$ cat src/sv/rotated_sorted_array_search_assert.svh
// Assertion macros shared by the rotated sorted array search RTL.
`ifndef ROTATED_SORTED_ARRAY_SEARCH_ASSERT_SVH
`define ROTATED_SORTED_ARRAY_SEARCH_ASSERT_SVH
`ifndef SYNTHESIS
`define RSAS_ASSERT_ALWAYS(label, cond) \
  label: assert property (@(posedge clk) disable iff (!rst_n) (cond)) \
    else $error("rsas: invariant violated");
`define RSAS_ASSERT_IMPL(label, ante, cons) \
  label: assert property (@(posedge clk) disable iff (!rst_n) (ante) |-> (cons)) \
    else $error("rsas: implication violated");
`define RSAS_ASSERT_NEXT(label, ante, cons) \
  label: assert property (@(posedge clk) disable iff (!rst_n) (ante) |=> (cons)) \
    else $error("rsas: next-cycle check violated");
`else
`define RSAS_ASSERT_ALWAYS(label, cond)
`define RSAS_ASSERT_IMPL(label, ante, cons)
`define RSAS_ASSERT_NEXT(label, ante, cons)
`endif
`endif

$ cat src/sv/rsas_pkg.sv
// Package with types and constants of the rotated sorted array search block.
package rsas_pkg;

  localparam int VALUE_W     = 32;
  localparam int OUT_W       = 11;
  localparam int OUT_TDATA_W = 16;
  localparam int DEPTH_DEF   = 1024;

  typedef enum logic [3:0] {
    S_IDLE,
    S_LAST,
    S_LAST_CHK,
    S_PV_CALC,
    S_PV_RM,
    S_PV_RP,
    S_PV_RH,
    S_PV_DEC,
    S_L_INIT,
    S_R_INIT,
    S_BS_CALC,
    S_BS_RD,
    S_BS_CMP,
    S_BS_END,
    S_OUT
  } state_t;

  typedef enum logic [2:0] {
    ADDR_WR,
    ADDR_LAST,
    ADDR_MID,
    ADDR_PREV,
    ADDR_HI
  } addr_sel_t;

  typedef struct packed {
    logic      store;
    logic      ld_key;
    addr_sel_t addr_sel;
    logic      cap_a;
    logic      pv_init;
    logic      calc_mid;
    logic      lo_inc;
    logic      hi_set_mid;
    logic      hi_dec;
    logic      pivot_mid;
    logic      pivot_zero;
    logic      bs_left;
    logic      bs_right;
    logic      bs_found;
    logic      save_left;
    logic      res_none;
    logic      res_last;
    logic      res_final;
  } cmd_t;

  typedef struct packed {
    logic n_zero;
    logic lo_le_hi;
    logic mid_zero;
    logic rd_eq;
    logic rd_gt_key;
    logic va_lt_rd;
    logic va_gt_rd;
    logic hi_eq_mid;
    logic pivot_is_zero;
  } sts_t;

  // Masks a sign-extended index down to the result width.
  function automatic logic [OUT_W-1:0] idx_to_out(logic signed [31:0] v);
    return v[OUT_W-1:0];
  endfunction

endpackage

$ cat src/sv/rsas_ctrl.sv
// Controller: state machine sequencing the last-element check, pivot and binary searches.
module rsas_ctrl (
  input  logic           clk,
  input  logic           rst_n,
  input  logic           in_tvalid,
  output logic           in_tready,
  input  logic           in_operation,
  output logic           out_tvalid,
  input  logic           out_tready,
  input  rsas_pkg::sts_t sts,
  output rsas_pkg::cmd_t cmd
);
  import rsas_pkg::*;

  state_t state_r, state_nxt;
  // Low while searching the part before the pivot, high for the part after it.
  logic   side_r, side_nxt;

  always_ff @(posedge clk) begin
    if (!rst_n) begin
      state_r <= S_IDLE;
      side_r  <= 1'b0;
    end else begin
      state_r <= state_nxt;
      side_r  <= side_nxt;
    end
  end

  always_comb begin
    state_nxt = state_r;
    side_nxt  = side_r;
    case (state_r)
      S_IDLE: begin
        if (in_tvalid && in_operation) begin
          state_nxt = S_LAST;
        end
      end
      S_LAST:     state_nxt = sts.n_zero ? S_OUT : S_LAST_CHK;
      S_LAST_CHK: state_nxt = sts.rd_eq ? S_OUT : S_PV_CALC;
      S_PV_CALC:  state_nxt = sts.lo_le_hi ? S_PV_RM : S_L_INIT;
      S_PV_RM:    state_nxt = sts.mid_zero ? S_L_INIT : S_PV_RP;
      S_PV_RP:    state_nxt = S_PV_RH;
      S_PV_RH:    state_nxt = sts.va_lt_rd ? S_L_INIT : S_PV_DEC;
      S_PV_DEC: begin
        if (!sts.va_gt_rd && sts.hi_eq_mid) begin
          state_nxt = S_L_INIT;
        end else begin
          state_nxt = S_PV_CALC;
        end
      end
      S_L_INIT: begin
        if (sts.pivot_is_zero) begin
          state_nxt = S_R_INIT;
        end else begin
          side_nxt  = 1'b0;
          state_nxt = S_BS_CALC;
        end
      end
      S_R_INIT: begin
        side_nxt  = 1'b1;
        state_nxt = S_BS_CALC;
      end
      S_BS_CALC: state_nxt = sts.lo_le_hi ? S_BS_RD : S_BS_END;
      S_BS_RD:   state_nxt = S_BS_CMP;
      S_BS_CMP:  state_nxt = sts.rd_eq ? S_BS_END : S_BS_CALC;
      S_BS_END:  state_nxt = side_r ? S_OUT : S_R_INIT;
      S_OUT: begin
        if (out_tready) begin
          state_nxt = S_IDLE;
        end
      end
      default: state_nxt = S_IDLE;
    endcase
  end

  always_comb begin
    cmd          = '0;
    cmd.addr_sel = ADDR_MID;
    in_tready    = 1'b0;
    out_tvalid   = 1'b0;
    case (state_r)
      S_IDLE: begin
        in_tready    = 1'b1;
        cmd.addr_sel = ADDR_WR;
        if (in_tvalid) begin
          cmd.store  = !in_operation;
          cmd.ld_key = in_operation;
        end
      end
      S_LAST: begin
        cmd.addr_sel = ADDR_LAST;
        cmd.res_none = sts.n_zero;
      end
      S_LAST_CHK: begin
        cmd.res_last = sts.rd_eq;
        cmd.pv_init  = !sts.rd_eq;
      end
      S_PV_CALC: begin
        cmd.calc_mid   = sts.lo_le_hi;
        cmd.pivot_zero = !sts.lo_le_hi;
      end
      S_PV_RM: begin
        cmd.pivot_mid = sts.mid_zero;
        cmd.addr_sel  = ADDR_MID;
      end
      S_PV_RP: begin
        cmd.cap_a    = 1'b1;
        cmd.addr_sel = ADDR_PREV;
      end
      S_PV_RH: begin
        cmd.addr_sel  = ADDR_HI;
        cmd.pivot_mid = sts.va_lt_rd;
      end
      S_PV_DEC: begin
        if (sts.va_gt_rd) begin
          cmd.lo_inc = 1'b1;
        end else if (sts.hi_eq_mid) begin
          cmd.pivot_zero = 1'b1;
        end else begin
          cmd.hi_set_mid = 1'b1;
        end
      end
      S_L_INIT:  cmd.bs_left  = !sts.pivot_is_zero;
      S_R_INIT:  cmd.bs_right = 1'b1;
      S_BS_CALC: cmd.calc_mid = sts.lo_le_hi;
      S_BS_RD:   cmd.addr_sel = ADDR_MID;
      S_BS_CMP: begin
        if (sts.rd_eq) begin
          cmd.bs_found = 1'b1;
        end else if (sts.rd_gt_key) begin
          cmd.hi_dec = 1'b1;
        end else begin
          cmd.lo_inc = 1'b1;
        end
      end
      S_BS_END: begin
        cmd.save_left = !side_r;
        cmd.res_final = side_r;
      end
      S_OUT:   out_tvalid = 1'b1;
      default: cmd = '0;
    endcase
  end

endmodule

$ cat config.mk
export PLATFORM = sky130hd
export DESIGN_NAME = rsas_ctrl
export DESIGN_NICKNAME = d
export VERILOG_FILES = /design/src/sv/rotated_sorted_array_search_assert.svh /design/src/sv/rsas_pkg.sv /design/src/sv/rsas_ctrl.sv
export SDC_FILE = /design/constraint.sdc
export NUM_CORES = 1
export LEC_CHECK = 0
export BUFFER_PORTS_ARGS = -buffer_cell sky130_fd_sc_hd__buf_2
export CAP_MARGIN = 20
export CORE_UTILIZATION = 49
export DETAILED_ROUTE_END_ITERATION = 10
export GPL_ROUTABILITY_DRIVEN = 0
export PLACE_DENSITY = 0.82
export SLEW_MARGIN = 20
export SYNTH_ARGS = -nofsm -noshare
export SYNTH_HDL_FRONTEND = slang
export SYNTH_SLANG_ARGS = --single-unit
$ cat constraint.sdc
create_clock -name clk -period 3.51 [get_ports clk]
set_clock_uncertainty 0.05 [all_clocks]
set_input_delay 0.1755 -clock clk [delete_from_list [all_inputs] [get_ports clk]]
set_output_delay 0.1755 -clock clk [all_outputs]
set_load 0.005 [all_outputs]
Yosys cells after proc, flatten, opt, wreduce, memory -nomap -nowiden. Cells that the tools add are included.

Memories: 0. Input bits: 14. Bits in read-only memories: 0. Flip-flop bits (word level): 5. Memory bits (writable): 0. Bits in latches: 0.

Multiplexer cells: 45. Order comparisons: 0. Multipliers: 0. Shifts and indexed selects: 0. Reduce and logical (&&, ||, !) cells: 14. Add/subtract/negate cells: 0. Bitwise logic cells: 0. Equal/unequal tests: 17. Divide/modulo/power cells: 0.

Operators by type and width (count): 4-bit case mux with 15 select lines (1); 4-bit 2-to-1 mux (8); 4-bit == test, second input constant (7); 1-bit 2-to-1 mux (25); 4-bit by 3-bit == test with 1-bit output, second input constant (4); 3-bit case mux with 4 select lines (1); 11-bit OR reduction (1); 3-bit 2-to-1 mux (3); 4-bit by 2-bit == test with 1-bit output, second input constant (2); 1-bit case mux with 2 select lines (4); 1-bit logical NOT (6); 2-bit 2-to-1 mux (3); 2-bit != test, second input constant (3); 4-bit by 1-bit == test with 1-bit output, second input constant (1); 4-bit logical NOT (1); 2-bit AND reduction (2); 1-bit logical AND (2); 2-bit nonzero test (1); 2-bit OR reduction (1).

Depth between registers and ports, before layout. Gate-level depths: netlist of the first run.

Depth in word-level cells: 4. Depth in mapped cells: 6. Depth with buffers taken out: 4.

Worst setup path after synthesis of the first run. OpenSTA, ideal clock, no wires.

Path kind: flip-flop to output port. Start point: register state_r[1]. End point: output port cmd[2] (netlist bit). Buffers on the path: 1. Data required time: 3.284 ns. Setup slack: 2.209 ns. Cell stages (with the launch flop): 4. Data arrival time: 1.075 ns. Path through: dfxtp_1 > buf_6 > or2b_2 > nor4b_1.

RTL lines: from (decl) (RTL line rsas_ctrl.sv:15) `state_t state_r, state_nxt;`; from (signal assigned) (RTL line rsas_ctrl.sv:24) `state_r <= state_nxt;`; to (decl) (RTL line rsas_ctrl.sv:11) `output rsas_pkg::cmd_t cmd`.

==> results of run 1 <==
final cells by class:
type / instances / share of cell area [%]
multi-input cells: 84 / 61.7
inverters: 5 / 2.12
clock buffers: 4 / 2.97
well taps: 15 / 2.12
repair buffers: 35 / 19.8
flip-flops and latches: 5 / 11.3
state kept, by name, indices dropped and copies added, names as in the netlist:
register  flops
state_r       4
side_r        1
metrics by stage:
| stage | setup WS (ns) | utilization [%] |
|---|---|---|
| after global routing | 1.04 | 64.8 |
| after floorplan | 2.21 | - |
| after CTS | 1.26 | 64.8 |
| after detailed placement | 1.52 | 62.9 |
| final | 1.25 | 64.8 |
| after global placement | 1.59 | 62.9 |
power breakdown:
group          internal, uW  leakage, uW  switching, uW  total (uW)
clock network          42.9    0.0000150           23.2        66.1
logic                   179     0.000353            160         339
registers              77.2    0.0000411            117         195
total                   299     0.000409            300         600
cell families (layout without fill, tap and decap cells):
group	after synthesis	count (layout)	share of synthesized area [%]
AND/OR/NAND/NOR	56	56	44.6
AO/OA/AOI/OAI	25	25	23.8
buffers and inverters	18	44	14.7
flip-flops	5	5	13.2
multiplexers	2	2	2.64
XOR/XNOR	1	1	1.16
metal layers:
metal,vias up,share of wire (%),global-route usage [%]
met2,42,47,43.0
met3,0,7.3,7.98
li1,440,-,-
met4,0,0,1.61
met5,-,0,0
met1,395,46,36.0
worst max-delay path by stage:
stage | startpoint | end | slack, ns | depth (start not counted)
floorplan | state_r[1]$_SDFFE_PN0P_ | cmd[2] | 2.21 | 3
global placement | state_r[2]$_SDFFE_PN0P_ | cmd[16] | 1.59 | 4
detailed placement | state_r[2]$_SDFFE_PN0P_ | cmd[16] | 1.52 | 4
CTS | state_r[2]$_SDFFE_PN0P_ | cmd[16] | 1.26 | 4
global route | state_r[2]$_SDFFE_PN0P_ | cmd[16] | 1.04 | 4
finish | state_r[2]$_SDFFE_PN0P_ | cmd[16] | 1.25 | 4
Yosys cell counts, types with 2 or more instances:
cell type | count | area (um^2)
nor2b_1 | 2 | 12.5
buf_2 | 5 | 25.0
nand3_1 | 3 | 15.0
nor4b_1 | 2 | 17.5
buf_6 | 3 | 33.8
a211oi_1 | 2 | 15.0
nand2_1 | 8 | 30.0
nor3_1 | 4 | 20.0
nor4_1 | 3 | 18.8
buf_4 | 4 | 30.0
a31oi_1 | 3 | 18.8
a22oi_1 | 2 | 15.0
o21ai_1 | 4 | 20.0
a21oi_1 | 3 | 15.0
nand3b_1 | 6 | 45.0
inv_1 | 5 | 18.8
nor2_1 | 11 | 41.3
dfxtp_1 | 5 | 100
and3_1 | 4 | 25.0
mux2i_1 | 2 | 20.0
nand2b_1 | 4 | 25.0
==> results by stage, run 1 <==
Outcome:
- The flow ran to the end, and the final reports show no timing, DRC or antenna violations.

STA:
- The worst slew margin relative to its limit is 43.0%.
- The count of pins over their slew limit came to 0.
- In the final timing run, aggregate negative setup slack is 0 ns.
- The achievable frequency is 442 MHz.
- At the pin with the least slew margin, the transition time is 0.853 ns.
- Setup violations remaining at the end of the flow were counted as 0.
- The clock period minus final worst setup slack is 2.26 ns.
- Hold timing on the final database bottoms out at a slack of about 0.15 ns.
- The final count of hold timing violations is 0.
- After layout, the worst path uses 64.5% of the clock period.
- Setup repair after global routing left no endpoint under its margin.

Cells and area:
- Summing all multi-input logic gate instances after layout gives 547 um^2.
- Leaving out fill and tap cells, the most frequent cells in the layout are 35 x buf_2, 11 x nor2_1, 8 x nand2_1, 6 x nand3b_1.
- For this run, the number of standard cells in the final layout without fillers is 148.
- The area taken by flip-flops and latches is ~100 um^2.
- The fill cell total of the finished layout is 139.
- 0 antenna diodes ended up in the layout.
- The share of layout cells above drive strength 1 is 33.1%.
- The area added between synthesis and finish is 16.8%.
- In the final design database the tool counted between 100 and 150 nets.
- After routing the design area is between 800 and 900 um^2.
- The leading cell type in the layout, fill and taps excluded is buf_2.

Setup path:
- Among all stages on the critical path, the largest delay is contributed by dfxtp_1.
- Setup slack on the worst reg-to-reg path comes out at 1.57 ns.
- Data on the critical path arrives at its endpoint at 2.04 ns.
- The number of buffers and inverters on the critical path is 1.
- STA classifies the critical path startpoint as a register.
- The largest stage delay on the critical path is 0.87 ns.
- The start of the worst register-to-register path is state_r[0]$_SDFFE_PN0P_.
- The signal on the critical path passes through nand2b_1, a211oi_1, nor2_1, buf_2.
- The worst register-to-register path has a depth of 4.
- The cell family contributing the most delay on the critical path is flip-flops.
- The worst register-to-register path ends at state_r[3]$_SDFFE_PN0P_.
- STA classifies the critical path endpoint as a primary output.
- Along the worst path, the maximum fanout reaches 26.
- Data on the critical path is required at its endpoint by between 3 and 4 ns.
- The critical path class is reg -> out.

Yosys:
- The sequential cell area fraction in the yosys report is 13.2%.
- The mapped cell area is 758 um^2.
- The count of synthesis-stage warnings from yosys is 0.
- Yosys mapped a number of flops with a built-in enable equal to 0.
- After synthesis, the share of flip-flops with an asynchronous set or reset is 0%.
- The flip-flop and latch count after synthesis is 5.
- The number of distinct standard cells referenced by the synthesized netlist is between 40 and 50.
- Dividing the synthesized area by the synthesized cell count gives 7.09 um^2.
- The number of nets in the synthesized netlist is 121.
- The most instantiated flip-flop cell in the synthesis netlist is dfxtp_1.
- Synthesis produced a netlist whose cell count is 107.

GRT:
- The initial antenna violation count is 0.
- Entering global routing, the biggest net connects 27 pins.
- The number of global-route vias before repair is 680.
- The first global-routing pass estimated 2990 um of wire.
- The all-layer global routing usage is roughly a quarter.
- After global routing the overflow that remains totals 0.

Min path:
- The worst hold path passes through 2 cells.
- The class of the tightest hold or removal check is in -> reg.
- The worst hold endpoint is state_r[3]$_SDFFE_PN0P_.
- The startpoint identified for the worst hold timing path is rst_n.

Routing:
- The final routed wirelength across all metal layers is 1970 um.
- The routed wirelength normalized by instance count is 13.3 um.
- The initial detailed-routing violation count is 34.
- In the routed design, unresolved DRC markers number 0.
- The total number of vias is 877.
- The count of nets left with antenna violations once routing finished came out at 0.
- The first detailed-routing pass took 4 iterations.
- The vias per cell is 5.93.

Placed design:
- Counting tap cells, the placed design contains a total of ~140 instances.
- Once detailed placement completed, the half-perimeter wirelength came to 1460 um.
- The post-detailed-placement cell area is between 800 and 900 um^2.
- The port buffer count is 35.

CTS:
- The number of clock buffers inserted by TritonCTS is 3.
- The cts-stage hold buffer count is 0.
- The tree built by TritonCTS fans out to 5 sinks.
- The clock latency at the later pin of the worst-skew pair is 0.24 ns.
- The post-cts resize count is 0.
- Buffers added to address setup during post-CTS repair amount to 0.
- The tree is rooted in a clkbuf_4.
- The CTS tree is built.
- In this run the number of H-tree levels came out at 1.
- The maximum clock insertion buffer count is 2.
- Clock-pin slew was measured on the worst setup and hold paths at 0.04 ns.

Floorplan:
- The horizontal die dimension is just over 40 um.
- The die span in y is 41.3 um.
- The area of the core is 0.00137 mm^2.
- The cell row count is 13.
- The number of I/O pins is 36.
- The die footprint is around 0.0017 mm^2.
- The effective utilization at floorplan is 55.5%.

Power:
- The leakage dissipation is 0.000409 uW.
- The design draws 600 uW.
- The peak supply drop is around 0.36 mV.
- The areal power density over the cells is between 600 and 700 mW/mm^2.

Flow run:
- The tool flagged a number of max-cap violations equal to 0.
Power figures use the tool's default switching activity.
==> inputs of run 2 (changes only) <==
Settings changed: CORE_UTILIZATION 49 to 45, PLACE_DENSITY 0.82 to 0.76.
Clock period 3.51 ns to 2.2 ns, I/O delays scaled along.
==> results by stage, run 2 (synthesis gave the netlist of run 1 again) <==
Outcome:
- The run finished with clean final reports.

Cells and area:
- The net count of the finished layout is 152 (+2.7%).
- The leading cell type in the layout, fill and taps excluded is buf_2.
- The area taken by flip-flops and latches is 100 um^2 (unchanged).
- The register name with the most flops is state_r.
- The area of the multi-input gates was 547 um^2 (unchanged).
- The largest registers in the layout are state_r (4), side_r (1).
- The count of inserted antenna diode cells is 0 (unchanged).
- The flip-flop count of the largest register after layout is 4 (unchanged).
- In the layout the commonest cells are 35 x buf_2, 11 x nor2_1, 8 x nand2_1, 6 x nand3b_1.
- The share of layout cells above drive strength 1 was 35.0% (+2.0 points).
- The area added between synthesis and finish is 21.0%.
- The fill cell total of the finished layout is 151 (+8.6%).
- The fraction of the core area covered by cells at the end of the flow is 59.5% (-5.3 points).
- The number of non-filler instances in the completed layout is 153 (+3.4%).

CTS:
- The number of clock buffers inserted by TritonCTS is 3 (unchanged).
- The CTS sink count is 5 (unchanged).
- TritonCTS built the clock tree.
- The number of levels the H-tree was split into is 1 (unchanged).
- The cell sitting at the root of the clock tree is a clkbuf_4.
- The cts-stage hold buffer count was 0 (unchanged).
- The post-CTS setup buffer count is 0 (unchanged).
- The clock latency at the later pin of the worst-skew pair was 0.25 ns (about the same).
- The clock slew seen by the registers of the worst setup and hold paths is 0.05 ns (about the same).
- The post-cts resize count is 0 (unchanged).
- The maximum clock insertion buffer count was 2 (unchanged).

Min path:
- The tightest min-delay check is of the in -> reg type.
- The hold path depth was 2 (unchanged).
- The startpoint identified for the worst hold timing path is rst_n.
- For hold timing, the worst endpoint is state_r[3]$_SDFFE_PN0P_.

Routing:
- The remaining antenna violation count after routing is 0 (unchanged).
- The routed wirelength normalized by instance count was 13.8 um (+4.0%).
- The remaining routing DRC violations is 0 (unchanged).
- The number of iterations in the first detailed-routing pass is 4 (unchanged).
- The wire length on met3 is 176 um (+23%).
- The vias per cell is 5.95 (+0.37%).
- The total number of vias is 910 (+3.8%).
- The highest metal layer with signal wires is met4.
- The initial detailed-routing violation count is 25 (-26%).
- The final routed wirelength across all metal layers is 2110 um (+7.5%).
- The detailed route wirelength on metal2 is 1030 um (+11%).
- The routed length on met1 is 883 um (-1.7%).

STA:
- The achievable frequency is around 550 MHz.
- The count of pins over their slew limit came to 0 (unchanged).
- The worst slew margin relative to its limit is 68.3% (+25 points).
- The pin slew with the least headroom to its limit is 0.475 ns (-0.378 ns).
- The count of endpoints failing setup in the final report is 0 (unchanged).
- The final critical-path share of the clock period is 83.0%.
- Setup repair after global routing left no endpoint under its margin.
- The accumulated negative setup slack is 0 ns (unchanged).
- The final count of hold timing violations is 0 (unchanged).
- The clock period minus final worst setup slack is 1.83 ns.

Placed design:
- The port buffer count is 35 (unchanged).
- The post-DP HPWL is 1630 um (+12%).
- The total placed cells including tap cells is 149 (+3.5%).

Power:
- The leakage dissipation was 0.000430 uW (+5.1%).
- The peak supply drop is 0.582 mV (+62%).
- The areal power density over the cells is 1090 mW/mm^2 (+61%).
- The post-route total power is 1000 uW (+67%).

Floorplan:
- The effective utilization at floorplan came to 49.2% (-6.3 points).
- The area of the core is 0.00154 mm^2 (+13%).
- The die footprint came to 0.00185 mm^2 (+8.5%).
- The number of I/O pins is 36 (unchanged).
- The die span in y is 43.1 um (+4.1%).
- The cell row count is 14 (+1).
- The horizontal die dimension is 43.1 um (+4.1%).

Setup path:
- The setup slack of the worst register-to-register path is 0.53 ns (-1.04 ns).
- The data arrival time of the worst path is 1.67 ns (-0.37 ns).
- The startpoint identified for the worst register-to-register timing path is state_r[3]$_SDFFE_PN0P_.
- STA classifies the critical path endpoint as a primary output.
- The maximum fanout along the worst path is 11 (-58%).
- STA classifies the critical path startpoint as a register.
- The depth of the most critical reg-to-reg path is 4 (unchanged).
- The worst register-to-register path ends at side_r$_SDFFE_PN0P_.
- By startpoint and endpoint, the worst setup path is classified as reg -> out.
- The data required time at the worst endpoint is 2.04 ns (-1.24 ns).

GRT:
- The all-layer global routing usage was 25.0% (-1.5 points).
- The global-route congestion overflow total was 0 (unchanged).
- The pin count of the biggest net entering global routing came to 20 (-26%).
- The initial antenna violation count was 0 (unchanged).
- The wire length of the first global-routing pass is 3520 um (+18%).
- The number of global-route vias before repair is 781 (+15%).

Flow run:
- The max capacitance violation total is 0 (unchanged).
-- run 2: worst max path at each step --
stage                                         end  cells past startpoint                    start  slack (ns)
after global routing                      cmd[11]                      5  state_r[1]$_SDFFE_PN0P_        0.23
after CTS                                  cmd[2]                      3  state_r[0]$_SDFFE_PN0P_        0.36
after floorplan           state_r[1]$_SDFFE_PN0P_                      5  state_r[3]$_SDFFE_PN0P_        0.92
final                                     cmd[11]                      5  state_r[1]$_SDFFE_PN0P_        0.37
after detailed placement      side_r$_SDFFE_PN0P_                      4  state_r[3]$_SDFFE_PN0P_        0.56
after global placement        side_r$_SDFFE_PN0P_                      4  state_r[3]$_SDFFE_PN0P_        0.57
-- run 2: critical path, cell delays in order (launching register included) --
cell     delay, ns
dfxtp_1       0.48
buf_4         0.27
nor2b_1       0.29
nand4_1       0.13
o41ai_1       0.08
buf_2         0.16
-- run 2: where the power goes --
part | switching (uW) | internal (uW)
Clock | 40.9 | 68.8
Sequential | 89.3 | 123
Combinational | 360 | 318
Total | 490 | 511
-- run 2: final cells by class --
type / instances / share of cell area, %
Clock buffer: 4 / 2.86
Inverter: 5 / 2.05
Multi-Input combinational cell: 84 / 59.6
Sequential cell: 5 / 10.9
Tap cell: 16 / 2.18
Timing Repair Buffer: 39 / 22.4
-- run 2: layer usage --
metal	up-vias	GRT usage (%)
li1	454	-
met1	405	31.9
met2	47	41.8
met3	4	4.26
met4	0	9.09
met5	-	0
-- run 2: through the flow --
stage	setup WS, ns	area [um^2]	hold WS (ns)
final	0.373	917	0.0859
after global routing	0.228	917	0.0893
after CTS	0.362	917	0.0782
after detailed placement	0.556	891	0.337
after global placement	0.565	891	0.338
after floorplan	0.916	758	0.177
